### config.mk
export PLATFORM = sky130hd
export DESIGN_NAME = uart_fifo_xon_xoff_channel
export DESIGN_NICKNAME = d
export VERILOG_FILES = /design/src/design/ufx_pkg.sv /design/src/design/ufx_ctrl.sv /design/src/design/ufx_datapath.sv /design/src/design/uart_fifo_xon_xoff_channel.sv
export VERILOG_INCLUDE_DIRS = /design/src /design/src/design
export SDC_FILE = /design/constraint.sdc
export NUM_CORES = 1
export LEC_CHECK = 0
export BUFFER_PORTS_ARGS = -buffer_cell sky130_fd_sc_hd__buf_2
export CORE_MARGIN = 1.5
export CORE_UTILIZATION = 48
export CTS_BUF_LIST = sky130_fd_sc_hd__clkbuf_16
export CTS_CLUSTER_DIAMETER = 60
export CTS_CLUSTER_SIZE = 14
export DETAILED_ROUTE_END_ITERATION = 12
export PLACE_DENSITY = 0.77
export REMOVE_ABC_BUFFERS = 1
export SYNTH_ARGS = -nofsm -noshare
export SYNTH_HDL_FRONTEND = slang
export SYNTH_SLANG_ARGS = --single-unit
### constraint.sdc
create_clock -name i_clk -period 4.2 [get_ports i_clk]
set_clock_uncertainty 0.15 [all_clocks]
set_input_delay 0.84 -clock i_clk [delete_from_list [all_inputs] [get_ports i_clk]]
set_output_delay 0.84 -clock i_clk [all_outputs]
set_load 0.02 [all_outputs]
### src/design/uart_fifo_xon_xoff_channel_assert.svh
// ----------------------------------------------------------------------------
// UART XON/XOFF channel assertion macros
// Concurrent assertion wrappers; empty when SYNTHESIS is defined.
// ----------------------------------------------------------------------------
`ifndef UART_FIFO_XON_XOFF_CHANNEL_ASSERT_SVH
`define UART_FIFO_XON_XOFF_CHANNEL_ASSERT_SVH

`ifndef SYNTHESIS

`define UFX_ASSERT_SAME(lbl, clk, rstn, ante, cons) \
    lbl: assert property (@(posedge clk) disable iff (!(rstn)) (ante) |-> (cons)) \
        else $error("assertion failed");

`define UFX_ASSERT_NEXT(lbl, clk, rstn, ante, cons) \
    lbl: assert property (@(posedge clk) disable iff (!(rstn)) (ante) |=> (cons)) \
        else $error("assertion failed");

`else

`define UFX_ASSERT_SAME(lbl, clk, rstn, ante, cons)

`define UFX_ASSERT_NEXT(lbl, clk, rstn, ante, cons)

`endif

`endif

### src/design/ufx_pkg.sv
// ----------------------------------------------------------------------------
// UART XON/XOFF channel package
// Shared types and constants for controller, datapath and top level.
// ----------------------------------------------------------------------------
`timescale 1ns / 1ps
`default_nettype none

package ufx_pkg;

    localparam int XOFF_W    = 7;
    localparam int XON_W     = 6;
    localparam int CFG_IDX_W = 2;
    localparam int CFG_DAT_W = 7;
    localparam int FILL_W    = 7;

    localparam logic [XOFF_W-1:0] XOFF_RESET = 7'd48;
    localparam logic [XON_W-1:0]  XON_RESET  = 6'd16;

    localparam logic [CFG_IDX_W-1:0] CFG_XOFF = 2'd0;
    localparam logic [CFG_IDX_W-1:0] CFG_XON  = 2'd1;

    localparam logic [7:0] CH_XOFF    = 8'h13;
    localparam logic [7:0] CH_XON     = 8'h11;
    localparam logic [7:0] MASK7      = 8'h7F;
    localparam logic [7:0] EMPTY_READ = 8'hFF;

    typedef enum logic [1:0] {
        KIND_LINE  = 2'd0,
        KIND_TXE   = 2'd1,
        KIND_READ  = 2'd2,
        KIND_WRITE = 2'd3
    } t_kind;

    typedef enum logic [1:0] {
        FLOW_NONE = 2'd0,
        FLOW_S    = 2'd1,
        FLOW_Q    = 2'd2
    } t_flow;

    typedef enum logic [0:0] {
        ST_IDLE = 1'b0,
        ST_EXEC = 1'b1
    } t_state;

    typedef struct packed {
        logic capture;
        logic exec;
    } t_cmd;

endpackage

`default_nettype wire

### src/design/ufx_ctrl.sv
// ----------------------------------------------------------------------------
// UART XON/XOFF channel controller
// Sequences capture and execute of one transaction and owns output valid.
// ----------------------------------------------------------------------------
`timescale 1ns / 1ps
`default_nettype none

module ufx_ctrl (
    input  wire logic          i_clk,
    input  wire logic          i_rst_n,
    input  wire logic          i_in_valid,
    output logic               o_in_stall,
    output logic               o_out_valid,
    input  wire logic          i_out_stall,
    output ufx_pkg::t_cmd      o_cmd
);
    import ufx_pkg::*;

    t_state r_state;
    t_state n_state;
    logic   r_out_valid;
    logic   n_out_valid;
    logic   out_free;

    assign out_free = !r_out_valid || !i_out_stall;

    always_comb begin
        n_state = r_state;
        unique case (r_state)
            ST_IDLE: begin
                if (i_in_valid) begin
                    n_state = ST_EXEC;
                end
            end
            ST_EXEC: begin
                if (out_free) begin
                    n_state = ST_IDLE;
                end
            end
        endcase
    end

    always_comb begin
        o_cmd      = '0;
        o_in_stall = 1'b1;
        unique case (r_state)
            ST_IDLE: begin
                o_in_stall  = 1'b0;
                o_cmd.capture = i_in_valid;
            end
            ST_EXEC: begin
                o_cmd.exec = out_free;
            end
        endcase
    end

    always_comb begin
        if (o_cmd.exec) begin
            n_out_valid = 1'b1;
        end else begin
            n_out_valid = r_out_valid && i_out_stall;
        end
    end

    always_ff @(posedge i_clk) begin
        if (!i_rst_n) begin
            r_state     <= ST_IDLE;
            r_out_valid <= 1'b0;
        end else begin
            r_state     <= n_state;
            r_out_valid <= n_out_valid;
        end
    end

    assign o_out_valid = r_out_valid;

endmodule

`default_nettype wire

### src/design/ufx_datapath.sv
// ----------------------------------------------------------------------------
// UART XON/XOFF channel datapath
// Receive and transmit rings, flow control flags, config and result register.
// ----------------------------------------------------------------------------
`timescale 1ns / 1ps
`default_nettype none

module ufx_datapath #(
    parameter int RX_DEPTH = 64,
    parameter int TX_DEPTH = 64
) (
    input  wire logic                           i_clk,
    input  wire logic                           i_rst_n,
    input  wire ufx_pkg::t_cmd                  i_cmd,
    input  wire logic                           i_cfg_we,
    input  wire logic [ufx_pkg::CFG_IDX_W-1:0]  i_cfg_index,
    input  wire logic [ufx_pkg::CFG_DAT_W-1:0]  i_cfg_data,
    input  wire logic [1:0]                     i_kind,
    input  wire logic [7:0]                     i_data_byte,
    input  wire logic [3:0]                     i_line_errors,
    output logic                                o_line_send,
    output logic [7:0]                          o_line_byte,
    output logic                                o_read_ok,
    output logic [7:0]                          o_read_byte,
    output logic                                o_write_ok,
    output logic [ufx_pkg::FILL_W-1:0]          o_rx_fill,
    output logic [ufx_pkg::FILL_W-1:0]          o_tx_space,
    output logic                                o_rx_overflow,
    output logic                                o_spurious_event,
    output logic [3:0]                          o_error_bits,
    output logic                                o_peer_stopped
);
    import ufx_pkg::*;

    localparam int RX_PW   = $clog2(RX_DEPTH);
    localparam int TX_PW   = $clog2(TX_DEPTH);
    localparam int RX_CW   = $clog2(RX_DEPTH + 1);
    localparam int TX_CW   = $clog2(TX_DEPTH + 1);
    localparam int RX_CMPW = (RX_CW > XOFF_W) ? RX_CW : XOFF_W;

    localparam logic [RX_PW-1:0] RX_LAST = RX_PW'(RX_DEPTH - 1);
    localparam logic [TX_PW-1:0] TX_LAST = TX_PW'(TX_DEPTH - 1);
    localparam logic [RX_CW-1:0] RX_FULL = RX_CW'(RX_DEPTH);
    localparam logic [TX_CW-1:0] TX_FULL = TX_CW'(TX_DEPTH);

    // config
    logic [XOFF_W-1:0] r_xoff_level;
    logic [XON_W-1:0]  r_xon_level;

    // captured transaction
    t_kind      r_kind;
    logic [7:0] r_byte;
    logic [3:0] r_errs;

    // rings
    logic [7:0]       r_rx_mem [RX_DEPTH];
    logic [7:0]       r_tx_mem [TX_DEPTH];
    logic [7:0]       r_rx_rd;
    logic [7:0]       r_tx_rd;
    logic [RX_PW-1:0] r_rx_head, n_rx_head, r_rx_tail, n_rx_tail;
    logic [TX_PW-1:0] r_tx_head, n_tx_head, r_tx_tail, n_tx_tail;
    logic [RX_CW-1:0] r_rx_count, n_rx_count;
    logic [TX_CW-1:0] r_tx_count, n_tx_count;
    logic             rx_we, tx_we;

    // flags
    t_flow      r_pending, n_pending;
    logic       r_hyst, n_hyst;
    logic       r_peer_stop, n_peer_stop;
    logic       r_txen, n_txen;
    logic       r_ovf, n_ovf;
    logic       r_spur, n_spur;
    logic [3:0] r_lerr, n_lerr;

    // result fields
    logic       n_send, n_rok, n_wok;
    logic [7:0] n_sbyte, n_rbyte;

    always_comb begin
        n_rx_head   = r_rx_head;
        n_rx_tail   = r_rx_tail;
        n_rx_count  = r_rx_count;
        n_tx_head   = r_tx_head;
        n_tx_tail   = r_tx_tail;
        n_tx_count  = r_tx_count;
        n_pending   = r_pending;
        n_hyst      = r_hyst;
        n_peer_stop = r_peer_stop;
        n_txen      = r_txen;
        n_ovf       = r_ovf;
        n_spur      = r_spur;
        n_lerr      = r_lerr;
        rx_we       = 1'b0;
        tx_we       = 1'b0;
        n_send      = 1'b0;
        n_sbyte     = '0;
        n_rok       = 1'b0;
        n_rbyte     = '0;
        n_wok       = 1'b0;
        unique case (r_kind)
            KIND_LINE: begin
                n_lerr = r_errs;
                if (r_errs != 4'd0) begin
                    n_spur = 1'b1;
                end else if (r_byte == CH_XOFF) begin
                    n_txen      = 1'b0;
                    n_peer_stop = 1'b1;
                end else if (r_byte == CH_XON) begin
                    n_peer_stop = 1'b0;
                    n_txen      = 1'b1;
                end else if (r_rx_count == RX_FULL) begin
                    n_ovf = 1'b1;
                end else begin
                    rx_we      = 1'b1;
                    n_rx_head  = (r_rx_head == RX_LAST) ? '0 : r_rx_head + 1'b1;
                    n_rx_count = r_rx_count + 1'b1;
                    if (RX_CMPW'(n_rx_count) >= RX_CMPW'(r_xoff_level)) begin
                        n_pending = FLOW_S;
                        n_hyst    = 1'b1;
                        n_txen    = 1'b1;
                    end
                end
            end
            KIND_TXE: begin
                n_lerr = 4'd0;
                if (!r_txen) begin
                    n_spur = 1'b1;
                end else if (r_pending == FLOW_S || r_pending == FLOW_Q) begin
                    n_send    = 1'b1;
                    n_sbyte   = (r_pending == FLOW_S) ? CH_XOFF : CH_XON;
                    n_pending = FLOW_NONE;
                end else if (r_tx_count == '0 || r_peer_stop) begin
                    n_txen = 1'b0;
                end else begin
                    n_send     = 1'b1;
                    n_sbyte    = r_tx_rd & MASK7;
                    n_tx_tail  = (r_tx_tail == TX_LAST) ? '0 : r_tx_tail + 1'b1;
                    n_tx_count = r_tx_count - 1'b1;
                end
            end
            KIND_READ: begin
                if (r_rx_count == '0) begin
                    n_rbyte = EMPTY_READ;
                end else begin
                    n_rok      = 1'b1;
                    n_rbyte    = r_rx_rd;
                    n_rx_tail  = (r_rx_tail == RX_LAST) ? '0 : r_rx_tail + 1'b1;
                    n_rx_count = r_rx_count - 1'b1;
                    if (r_hyst && (RX_CMPW'(n_rx_count) <= RX_CMPW'(r_xon_level))) begin
                        n_pending = FLOW_Q;
                        n_hyst    = 1'b0;
                        n_txen    = 1'b1;
                    end
                end
            end
            KIND_WRITE: begin
                if (r_tx_count != TX_FULL) begin
                    n_wok      = 1'b1;
                    tx_we      = 1'b1;
                    n_tx_head  = (r_tx_head == TX_LAST) ? '0 : r_tx_head + 1'b1;
                    n_tx_count = r_tx_count + 1'b1;
                    if (!r_peer_stop) begin
                        n_txen = 1'b1;
                    end
                end
            end
        endcase
    end

    always_ff @(posedge i_clk) begin
        if (!i_rst_n) begin
            r_xoff_level <= XOFF_RESET;
            r_xon_level  <= XON_RESET;
        end else if (i_cfg_we) begin
            if (i_cfg_index == CFG_XOFF) begin
                r_xoff_level <= i_cfg_data;
            end else if (i_cfg_index == CFG_XON) begin
                r_xon_level <= i_cfg_data[XON_W-1:0];
            end
        end
    end

    always_ff @(posedge i_clk) begin
        if (i_cmd.capture) begin
            r_kind <= t_kind'(i_kind);
            r_byte <= i_data_byte;
            r_errs <= i_line_errors;
        end
    end

    always_ff @(posedge i_clk) begin
        if (i_cmd.exec && rx_we) begin
            r_rx_mem[r_rx_head] <= r_byte;
        end
        if (i_cmd.capture) begin
            r_rx_rd <= r_rx_mem[r_rx_tail];
        end
    end

    always_ff @(posedge i_clk) begin
        if (i_cmd.exec && tx_we) begin
            r_tx_mem[r_tx_head] <= r_byte;
        end
        if (i_cmd.capture) begin
            r_tx_rd <= r_tx_mem[r_tx_tail];
        end
    end

    always_ff @(posedge i_clk) begin
        if (!i_rst_n) begin
            r_rx_head   <= '0;
            r_rx_tail   <= '0;
            r_rx_count  <= '0;
            r_tx_head   <= '0;
            r_tx_tail   <= '0;
            r_tx_count  <= '0;
            r_pending   <= FLOW_NONE;
            r_hyst      <= 1'b0;
            r_peer_stop <= 1'b0;
            r_txen      <= 1'b0;
            r_ovf       <= 1'b0;
            r_spur      <= 1'b0;
            r_lerr      <= 4'd0;
        end else if (i_cmd.exec) begin
            r_rx_head   <= n_rx_head;
            r_rx_tail   <= n_rx_tail;
            r_rx_count  <= n_rx_count;
            r_tx_head   <= n_tx_head;
            r_tx_tail   <= n_tx_tail;
            r_tx_count  <= n_tx_count;
            r_pending   <= n_pending;
            r_hyst      <= n_hyst;
            r_peer_stop <= n_peer_stop;
            r_txen      <= n_txen;
            r_ovf       <= n_ovf;
            r_spur      <= n_spur;
            r_lerr      <= n_lerr;
        end
    end

    // result register
    always_ff @(posedge i_clk) begin
        if (i_cmd.exec) begin
            o_line_send      <= n_send;
            o_line_byte      <= n_sbyte;
            o_read_ok        <= n_rok;
            o_read_byte      <= n_rbyte;
            o_write_ok       <= n_wok;
            o_rx_fill        <= FILL_W'(n_rx_count);
            o_tx_space       <= FILL_W'(TX_FULL - n_tx_count);
            o_rx_overflow    <= n_ovf;
            o_spurious_event <= n_spur;
            o_error_bits     <= n_lerr;
            o_peer_stopped   <= n_peer_stop;
        end
    end

endmodule

`default_nettype wire

### src/design/uart_fifo_xon_xoff_channel.sv
// ----------------------------------------------------------------------------
// UART XON/XOFF channel
// Receive/transmit rings with software flow control, one event per transaction.
// ----------------------------------------------------------------------------
//  channel   direction  handshake                 payload
//  in        input      i_in_valid / o_in_stall   i_kind, i_data_byte, i_line_errors
//  out       output     o_out_valid / i_out_stall o_line_send .. o_peer_stopped
//  cfg       input      i_cfg_valid / o_cfg_ready i_cfg_index, i_cfg_data
//
//  Each event has a capture step (ring read port registers the oldest
//  entry) and an execute step. A new event is accepted while a result waits.
//  Reset is synchronous, active low; ring contents are not cleared.
//  Execute holds while the result register is full and stalled.
// ----------------------------------------------------------------------------
`timescale 1ns / 1ps
`default_nettype none

`include "uart_fifo_xon_xoff_channel_assert.svh"

module uart_fifo_xon_xoff_channel #(
    parameter int RX_DEPTH = 64,
    parameter int TX_DEPTH = 64
) (
    input  wire logic                           i_clk,
    input  wire logic                           i_rst_n,
    input  wire logic                           i_in_valid,
    output logic                                o_in_stall,
    input  wire logic [1:0]                     i_kind,
    input  wire logic [7:0]                     i_data_byte,
    input  wire logic [3:0]                     i_line_errors,
    output logic                                o_out_valid,
    input  wire logic                           i_out_stall,
    output logic                                o_line_send,
    output logic [7:0]                          o_line_byte,
    output logic                                o_read_ok,
    output logic [7:0]                          o_read_byte,
    output logic                                o_write_ok,
    output logic [ufx_pkg::FILL_W-1:0]          o_rx_fill,
    output logic [ufx_pkg::FILL_W-1:0]          o_tx_space,
    output logic                                o_rx_overflow,
    output logic                                o_spurious_event,
    output logic [3:0]                          o_error_bits,
    output logic                                o_peer_stopped,
    input  wire logic                           i_cfg_valid,
    output logic                                o_cfg_ready,
    input  wire logic [ufx_pkg::CFG_IDX_W-1:0]  i_cfg_index,
    input  wire logic [ufx_pkg::CFG_DAT_W-1:0]  i_cfg_data
);
    import ufx_pkg::*;

    t_cmd cmd;

    assign o_cfg_ready = 1'b1;

    ufx_ctrl u_ctrl (
        .i_clk       (i_clk),
        .i_rst_n     (i_rst_n),
        .i_in_valid  (i_in_valid),
        .o_in_stall  (o_in_stall),
        .o_out_valid (o_out_valid),
        .i_out_stall (i_out_stall),
        .o_cmd       (cmd)
    );

    ufx_datapath #(
        .RX_DEPTH (RX_DEPTH),
        .TX_DEPTH (TX_DEPTH)
    ) u_datapath (
        .i_clk            (i_clk),
        .i_rst_n          (i_rst_n),
        .i_cmd            (cmd),
        .i_cfg_we         (i_cfg_valid && o_cfg_ready),
        .i_cfg_index      (i_cfg_index),
        .i_cfg_data       (i_cfg_data),
        .i_kind           (i_kind),
        .i_data_byte      (i_data_byte),
        .i_line_errors    (i_line_errors),
        .o_line_send      (o_line_send),
        .o_line_byte      (o_line_byte),
        .o_read_ok        (o_read_ok),
        .o_read_byte      (o_read_byte),
        .o_write_ok       (o_write_ok),
        .o_rx_fill        (o_rx_fill),
        .o_tx_space       (o_tx_space),
        .o_rx_overflow    (o_rx_overflow),
        .o_spurious_event (o_spurious_event),
        .o_error_bits     (o_error_bits),
        .o_peer_stopped   (o_peer_stopped)
    );

    `UFX_ASSERT_NEXT(a_accept_busy, i_clk, i_rst_n, i_in_valid && !o_in_stall, o_in_stall)
    `UFX_ASSERT_NEXT(a_exec_result, i_clk, i_rst_n, cmd.exec, o_out_valid)
    `UFX_ASSERT_SAME(a_cmd_excl, i_clk, i_rst_n, 1'b1, !(cmd.capture && cmd.exec))
    `UFX_ASSERT_SAME(a_one_action, i_clk, i_rst_n, o_out_valid,
                     $onehot0({o_line_send, o_read_ok, o_write_ok}))

endmodule

`default_nettype wire
==> results of run 1 <==
## worst max-delay path, stage by stage (launching register included)
cell and delay (ns):
sky130_fd_sc_hd__dfxtp_1 0.49, sky130_fd_sc_hd__inv_1 0.16, sky130_fd_sc_hd__ha_1 0.28, sky130_fd_sc_hd__or3b_1 0.37, sky130_fd_sc_hd__nor4_4 0.06, sky130_fd_sc_hd__nor4_1 0.43, sky130_fd_sc_hd__nor2_1 0.11, sky130_fd_sc_hd__a31o_2 0.25
sky130_fd_sc_hd__ha_1 0.27, sky130_fd_sc_hd__nand3_1 0.08, sky130_fd_sc_hd__o21bai_1 0.16, sky130_fd_sc_hd__a21oi_1 0.30, sky130_fd_sc_hd__nor3_2 0.10, sky130_fd_sc_hd__nand3_1 0.15, sky130_fd_sc_hd__mux2i_1 0.21
## worst max-delay path by stage
stage | cells past startpoint | from | endpoint
after floorplan | 3 | u_datapath.r_rx_tail[0]$_SDFFE_PN0P_ | u_datapath.r_rx_rd[0]$_DFFE_PP_
final | 14 | u_datapath.r_rx_count[0]$_SDFFE_PN0P_ | u_datapath.r_pending[1]$_SDFFE_PN0P_
after CTS | 14 | u_datapath.r_rx_count[0]$_SDFFE_PN0P_ | u_datapath.r_pending[1]$_SDFFE_PN0P_
after detailed placement | 8 | i_out_stall | u_datapath.r_rx_mem[63][3]$_DFFE_PP_
after global placement | 8 | i_out_stall | u_datapath.r_rx_mem[61][4]$_DFFE_PP_
after global routing | 14 | u_datapath.r_rx_count[0]$_SDFFE_PN0P_ | u_datapath.r_pending[1]$_SDFFE_PN0P_
## cells in the mapped netlist, types with 3 or more instances
library cell               number  area (µm²)
sky130_fd_sc_hd__o21a_1         6        45.0
sky130_fd_sc_hd__buf_2         30         150
sky130_fd_sc_hd__nor3b_1        3        22.5
sky130_fd_sc_hd__ha_1          28         350
sky130_fd_sc_hd__nor3_1        11        55.1
sky130_fd_sc_hd__a221o_1        6        60.1
sky130_fd_sc_hd__nand2b_1       5        31.3
sky130_fd_sc_hd__nand2_1       79         297
sky130_fd_sc_hd__xor2_1        19         166
sky130_fd_sc_hd__a31oi_1        5        31.3
sky130_fd_sc_hd__nand4_1        9        56.3
sky130_fd_sc_hd__nand3_1       21         105
sky130_fd_sc_hd__clkbuf_1      74         278
sky130_fd_sc_hd__buf_6          5        56.3
sky130_fd_sc_hd__a211oi_1      14         105
sky130_fd_sc_hd__nor2_1       220         826
sky130_fd_sc_hd__a21oi_1       49         245
sky130_fd_sc_hd__o211ai_1       4        30.0
sky130_fd_sc_hd__buf_1         24        90.1
sky130_fd_sc_hd__edfxtp_1    1028       30900
sky130_fd_sc_hd__nor2b_1       15        93.8
sky130_fd_sc_hd__a41oi_1        3        26.3
sky130_fd_sc_hd__xnor2_1       14         123
sky130_fd_sc_hd__or3b_2         5        43.8
sky130_fd_sc_hd__nor3_2         3        30.0
sky130_fd_sc_hd__nand3b_1      10        75.1
sky130_fd_sc_hd__a31o_2         3        26.3
sky130_fd_sc_hd__o21ai_0       27         135
sky130_fd_sc_hd__nor4_1         4        25.0
sky130_fd_sc_hd__a21o_1         3        22.5
sky130_fd_sc_hd__dfxtp_1       64        1280
sky130_fd_sc_hd__mux4_2       305        6870
sky130_fd_sc_hd__and3_1         8        50.1
sky130_fd_sc_hd__mux2i_1       21         210
sky130_fd_sc_hd__or3_1         13        81.3
sky130_fd_sc_hd__inv_1         29         109
sky130_fd_sc_hd__buf_4          4        30.0
## per-stage QoR
step / total power [mW] / util (%)
floorplan: 12.7 / -
global placement: 13.0 / 51.0
detailed placement: 13.0 / 51.0
CTS: 20.9 / 54.0
global route: 21.4 / 54.0
finish: 20.8 / 54.0
## report_power, final
group	internal, mW	leakage, nW	switching, mW
logic	0.227	3.87	0.524
clock network	4.26	1.45	3.79
registers	12.0	9.80	0.0549
total	16.5	15.1	4.37
## state kept, by name (all words and copies together) (netlist names), 6 cells and up
name / count
u_datapath.o_rx_fill: 7
u_datapath.r_byte: 8
u_datapath.r_tx_head: 6
u_datapath.r_rx_mem: 512
u_datapath.r_tx_rd: 7
u_datapath.o_read_byte: 8
u_datapath.r_xoff_level: 7
u_datapath.r_xon_level: 6
u_datapath.o_line_byte: 7
u_datapath.r_tx_count: 7
u_datapath.o_tx_space: 7
u_datapath.r_rx_rd: 8
u_datapath.r_tx_tail: 6
u_datapath.r_tx_mem: 448
u_datapath.r_rx_tail: 6
u_datapath.r_rx_count: 7
u_datapath.r_rx_head: 6
## layer usage
metal  vias to the layer above  routed length (µm)
met5                         -                  39
met4                         6                2180
met3                       158                9520
met2                      1325               47700
met1                     11400               39100
li1                       9220                   -
## layout make-up
type / count / area, µm² / area share (%)
clock inverter: 48 / 300 / 0.618
multi-input combinational: 955 / 10600 / 21.9
clock buffer: 98 / 2450 / 5.05
timing repair buffer: 193 / 1400 / 2.89
sequential: 1092 / 32200 / 66.2
antenna: 1 / 2.50 / 0.00515
tap: 1176 / 1470 / 3.03
inverter: 32 / 120 / 0.247
## cell families (layout without fill, tap and decap cells)
kind of cell	count (synthesis)	count (layout)	share of synthesized area (%)
adders and majority gates	28	28	0.805
other	2	3	0.0173
muxes	328	328	16.3
and+or+nand+nor	421	421	4.51
DFF	1092	1092	73.9
AOI/OAI and AO/OA	143	143	2.11
buffers and inverters	169	371	1.67
xor gates and xnor gates	33	33	0.664
==> impl_summary.log, run 1 <==
INFO  metric power.density = 429 nW/µm²
INFO  metric net_total_in_the_final_layout = 2,424
INFO  metric routabilityCongestion = 0.865
INFO  metric drt_first_pass_iters = 6
INFO  metric floorplan.initialDensity = 48.4%
INFO  metric synthesis.area_per_instance = 19.6 µm²
INFO  metric cap_viol_max_count = 0
INFO  metric worst_case_vdd_ir_drop = 0.000314 V
INFO  metric maxSlewHeadroom = 17.8%
INFO  metric cts_root_buffer = sky130_fd_sc_hd__clkbuf_16
INFO  metric crit_required = 4.63 ns
INFO  metric cts.path.max_buffers = 3
INFO  metric avgRoutedWirePerCell = 27.4 µm
INFO  metric number_of_different_library_cells_in_the_post_synthesis_netlist = 66
INFO  metric hpwlAfterDp = 61,000 µm
INFO  metric dp_slack = 0.504 ns
INFO  metric whs_endpoint = u_datapath.r_errs[2]$_DFFE_PP_
INFO  metric final_layout_size_suffix_gt1_share = 26.5%
INFO  metric worstHoldPathType = in -> reg
INFO  metric globalRouteMet1Util = 30.2%
INFO  metric placedInstanceArea = 45,800 µm²
INFO  metric grt_setup_unrepaired = false
INFO  metric startpoint_type = flop
INFO  metric worstReg2RegEnd = u_datapath.r_pending[1]$_SDFFE_PN0P_
INFO  metric cts.sink_count = 1,092
INFO  metric data_arrival_critical_path = 4.09 ns
INFO  metric placed_cells_incl_taps = 3,448
INFO  metric remaining_drc_errors = 0
INFO  metric cts-resized-gates = 0
INFO  metric cts_tree = yes
INFO  metric grt_util_met3 = 4.21%
INFO  metric register_area_share_after_synthesis = 73.9%
INFO  metric post-route-period-util = 87.0%
INFO  metric timing.final.max_slew_violations = 0
INFO  metric boundaryPins = 71
INFO  metric die-area = 92,400 µm²
INFO  metric outcome = finished clean
INFO  metric post_synth_instance_area = 43,500 µm²
INFO  metric crit_type = reg -> reg
INFO  metric die_height = 304 µm
INFO  metric synth_edf_count = 1,028
INFO  metric tightest_slew = 1.23 ns
INFO  metric layout.cells.most_common = sky130_fd_sc_hd__edfxtp_1
INFO  metric rows = 110
INFO  metric static-leakage-power = 15.1 nW
INFO  metric period_minus_slack = 3.65 ns
INFO  metric totalNegativeSetupSlack = 0 ns
INFO  metric fmax = 274 MHz
INFO  metric cts-htree-levels = 3
INFO  metric worstHoldStart = i_line_errors[2]
INFO  metric core = 89,900 µm²
INFO  metric initialDrtViolationCount = 2,990
INFO  metric postCtsSetupBuffers = 0
INFO  metric area_growth_syn_to_layout = 11.6%
INFO  metric post-route-cell-area = 48,600 µm²
INFO  metric ant_nets = 0
INFO  metric holdWs = 0.197 ns
INFO  metric first_global_vias = 22,100
INFO  metric timing_hold_violations_final = 0
INFO  metric global_route.usage.total = 21.3%
INFO  metric clock_latency = 0.67 ns
INFO  metric yosysWarnings = 0
INFO  metric top_library_cells_by_usage_in_the_layout_fill_and_taps_aside = 1,028 x sky130_fd_sc_hd__edfxtp_1, 305 x sky130_fd_sc_hd__mux4_2, 220 x sky130_fd_sc_hd__nor2_1, 115 x sky130_fd_sc_hd__buf_4, 98 x sky130_fd_sc_hd__clkbuf_16
INFO  metric grt_start_max_net_pins = 103
INFO  metric netlist_instances = 2,216
INFO  metric postSynth.asyncResetShare = 0%
INFO  metric grt.overflow.total = 0
INFO  metric grt_antenna_before_repair = 5
INFO  metric cts_buffers = 94
INFO  metric place.port_buffers = 68
INFO  metric reg2reg_setup_slack = 0.55 ns
INFO  metric via_count = 22,100
INFO  metric worst-path-max-fanout = 9
INFO  metric hold_depth = 1
INFO  metric top_usage_layer = met2
INFO  metric layout.filler_cells = 6,525
INFO  metric worstSetupEndpointType = flop
INFO  metric synth.ff_latch_count = 1,092
INFO  metric die_width = 304 µm
INFO  metric use_met2 = 34.0%
INFO  metric r2r_cell_count = 14
INFO  metric final-setup-viol-count = 0
INFO  metric detail_route.vias_per_cell = 6.14
INFO  metric finalWirelength = 98,500 µm
INFO  metric cts_hold_buffers = 0
INFO  metric grt_pass1_wl = 146,000 µm
INFO  metric clk_transition_reported_paths = 0.07 ns
INFO  metric layoutNonFillerInstCount = 3,595
INFO  metric worst_slack = 0.545 ns
INFO  metric worst_reg2reg_path_startpoint = u_datapath.r_rx_count[0]$_SDFFE_PN0P_
INFO  metric dominantRegCellSynth = sky130_fd_sc_hd__edfxtp_1
(Power assumes the default switching activity.)
==> run 2: changes to the inputs <==
Settings changed: CORE_UTILIZATION 48 to 47, PLACE_DENSITY 0.77 to 0.76.
==> run 2 against run 1 <==
  * Utilization is 1.4 points lower
  * Die area is 2.1% higher
  * Maximum frequency is 3.8% lower
  * Flip-flop and latch count stayed put
  * Routed wire length is 1.5% lower
  * Clock-buffer cell count is 7 lower
  * Via count is 0.64% lower
  * Sequential power hardly changed
  * Sequential share of layout area is 0.42 points higher
  * Critical path depth is 5 lower
  * Final area is 0.62% lower
  * Global-route usage is 0.53 points lower
  * Highest routed layer unchanged
==> impl_summary.log, run 2 (synthesis gave the netlist of run 1 again) <==
INFO  metric grt_start_max_net_pins = 131
INFO  metric detailroute.wirelength.met3 = 10,700 µm
INFO  metric slowest_cell_on_crit_path = sky130_fd_sc_hd__dfxtp_1
INFO  metric static-leakage-power = 15.0 nW
INFO  metric cts_tree = yes
INFO  metric r2r_cell_count = 9
INFO  metric worst-path-max-fanout = 9
INFO  metric timing.final.max_slew_violations = 0
INFO  metric die-area = 94,400 µm²
INFO  metric postCtsSetupBuffers = 0
INFO  metric initialDrtViolationCount = 2,965
INFO  metric cts-htree-levels = 3
INFO  metric critPathMaxStageDelay = 0.48 ns
INFO  metric remaining_drc_errors = 0
INFO  metric largest_register = u_datapath.r_rx_mem
INFO  metric core = 91,700 µm²
INFO  metric biggestRegsByFlops = u_datapath.r_rx_mem (512), u_datapath.r_tx_mem (448)
INFO  metric final_layout_size_suffix_gt1_share = 25.8%
INFO  metric boundaryPins = 71
INFO  metric cts_hold_buffers = 0
INFO  metric cts.sink_count = 1,092
INFO  metric area_growth_syn_to_layout = 10.9%
INFO  metric grt.overflow.total = 0
INFO  metric first_global_vias = 21,800
INFO  metric worstHoldPathType = in -> reg
INFO  metric totalNegativeSetupSlack = 0 ns
INFO  metric data_arrival_critical_path = 3.95 ns
INFO  metric ant_nets = 0
INFO  metric floorplan.initialDensity = 47.5%
INFO  metric startpoint = u_datapath.r_rx_count[0]$_SDFFE_PN0P_
INFO  metric die_height = 307 µm
INFO  metric clk_transition_reported_paths = 0.07 ns
INFO  metric drt_first_pass_iters = 6
INFO  metric detail_route.vias_per_cell = 6.12
INFO  metric avgRoutedWirePerCell = 27.0 µm
INFO  metric cp_cell_sequence = inv_1 -> ha_1 -> or3b_1 -> nor4b_4 -> nor3_2 -> nand2_1 -> nor2_2 -> nand2_1 -> nor2_2
INFO  metric period_minus_slack = 3.80 ns
INFO  metric cts_buffers = 89
INFO  metric route.top_layer_used = met5
INFO  metric via_count = 21,900
INFO  metric cts.path.max_buffers = 3
INFO  metric rows = 111
INFO  metric layout.filler_cells = 6,822
INFO  metric fmax = 263 MHz
INFO  metric worst_reg2reg_path_startpoint = u_datapath.r_rx_count[0]$_SDFFE_PN0P_
INFO  metric crit_required = 4.35 ns
INFO  metric grt_pass1_wl = 144,000 µm
INFO  metric cts_root_buffer = sky130_fd_sc_hd__clkbuf_16
INFO  metric tightest_slew = 1.13 ns
INFO  metric grt_setup_unrepaired = false
INFO  metric hpwlAfterDp = 60,200 µm
INFO  metric worstHoldStart = i_line_errors[0]
INFO  metric global_route.usage.total = 20.8%
INFO  metric worstSetupEndpointType = flop
INFO  metric grt_antenna_before_repair = 12
INFO  metric met2_wirelength = 46,700 µm
INFO  metric reg2reg_setup_slack = 0.40 ns
INFO  metric maxSlewHeadroom = 24.5%
INFO  metric final-setup-viol-count = 0
INFO  metric net_total_in_the_final_layout = 2,404
INFO  metric post-route-period-util = 90.5%
INFO  metric outcome = finished clean
INFO  metric die_width = 307 µm
INFO  metric clock_latency = 0.69 ns
INFO  metric startpoint_type = flop
INFO  metric hold_depth = 1
INFO  metric worstReg2RegEnd = u_datapath.r_rx_mem[23][6]$_DFFE_PP_
INFO  metric whs_endpoint = u_datapath.r_errs[0]$_DFFE_PP_
INFO  metric design_power_total = 20.3 mW
INFO  metric routabilityCongestion = 0.872
INFO  metric route.layer.met1.wl = 36,900 µm
INFO  metric timing_hold_violations_final = 0
INFO  metric layout.cells.most_common = sky130_fd_sc_hd__edfxtp_1
INFO  metric top_library_cells_by_usage_in_the_layout_fill_and_taps_aside = 1,028 x sky130_fd_sc_hd__edfxtp_1, 305 x sky130_fd_sc_hd__mux4_2, 212 x sky130_fd_sc_hd__nor2_1, 100 x sky130_fd_sc_hd__buf_4, 91 x sky130_fd_sc_hd__clkbuf_16
INFO  metric place.port_buffers = 68
INFO  metric worst_case_vdd_ir_drop = 0.000296 V
INFO  metric finalWirelength = 97,000 µm
INFO  metric cap_viol_max_count = 0
INFO  metric crit_type = reg -> reg
INFO  metric power.density = 421 nW/µm²
INFO  metric largest_register_ff_count = 512
==> run 2: cell count changes in the layout (fill, tap and decap cells not counted), sizes merged <==
cell      before  now
buf          193  178
bufinv         1    0
clkbuf        98   91
clkinv         9    7
clkinvlp       2    1
inv           68   75
==> run 2: cell type report <==
cell class / instances / area, µm² / area share, %
Tap cell: 1186 / 1480 / 3.07
Antenna cell: 1 / 2.50 / 0.00519
Timing Repair Buffer: 178 / 1290 / 2.68
Sequential cell: 1092 / 32200 / 66.7
Multi-Input combinational cell: 955 / 10700 / 22.1
Inverter: 32 / 120 / 0.249
Clock buffer: 91 / 2280 / 4.72
Clock inverter: 51 / 258 / 0.534
==> run 2: what timing repair did <==
item                                    4_1_cts  5_1_grt
gates resized for setup                       0        8
hold endpoints to repair                      0        0
endpoints found under the setup margin        0       88
==> run 2: how the worst max path moves through the flow <==
stage / end / slack [ns]
2_1_floorplan: u_datapath.r_rx_rd[0]$_DFFE_PP_ / -3.17
3_3_place_gp: u_datapath.r_rx_mem[22][1]$_DFFE_PP_ / 0.27
3_5_place_dp: u_datapath.r_rx_mem[23][5]$_DFFE_PP_ / 0.05
4_1_cts: u_datapath.r_rx_mem[23][4]$_DFFE_PP_ / 0.03
5_1_grt: u_datapath.r_rx_mem[39][3]$_DFFE_PP_ / 0.09
6_report: u_datapath.r_rx_mem[23][6]$_DFFE_PP_ / 0.40
==> run 2: metal layers <==
metal	vias up	track usage, %
met4	14	6.72
met5	-	0
met3	182	5.73
met1	11300	28.3
li1	9184	-
met2	1289	32.8
==> run 2: through the flow <==
step	util, %	hold WS [ns]	setup WS [ns]	std cells	instance area, µm²
after floorplan	-	0.287	-3.17	2079	42900
after global placement	49.9	0.296	0.274	3443	45700
after detailed placement	49.9	0.304	0.0484	3443	45700
after CTS	52.6	0.169	0.0286	3585	48200
after global routing	52.7	0.191	0.0939	3586	48300
final	52.7	0.202	0.400	3586	48300
==> run 2: power breakdown <==
part	internal (mW)	switching [mW]	total, mW	leakage (nW)
Combinational	0.228	0.522	0.751	3.79
Sequential	12.0	0.0524	12.0	9.80
Clock	3.90	3.64	7.54	1.38
==> run 2: critical path: cells and delay by family, from the launching register on <==
kind | cells | cell delay, ns
DFF | 1 | 0.48
adders and majority gates | 1 | 0.28
buffers and inverters | 1 | 0.16
and+or+nand+nor | 7 | 2.34
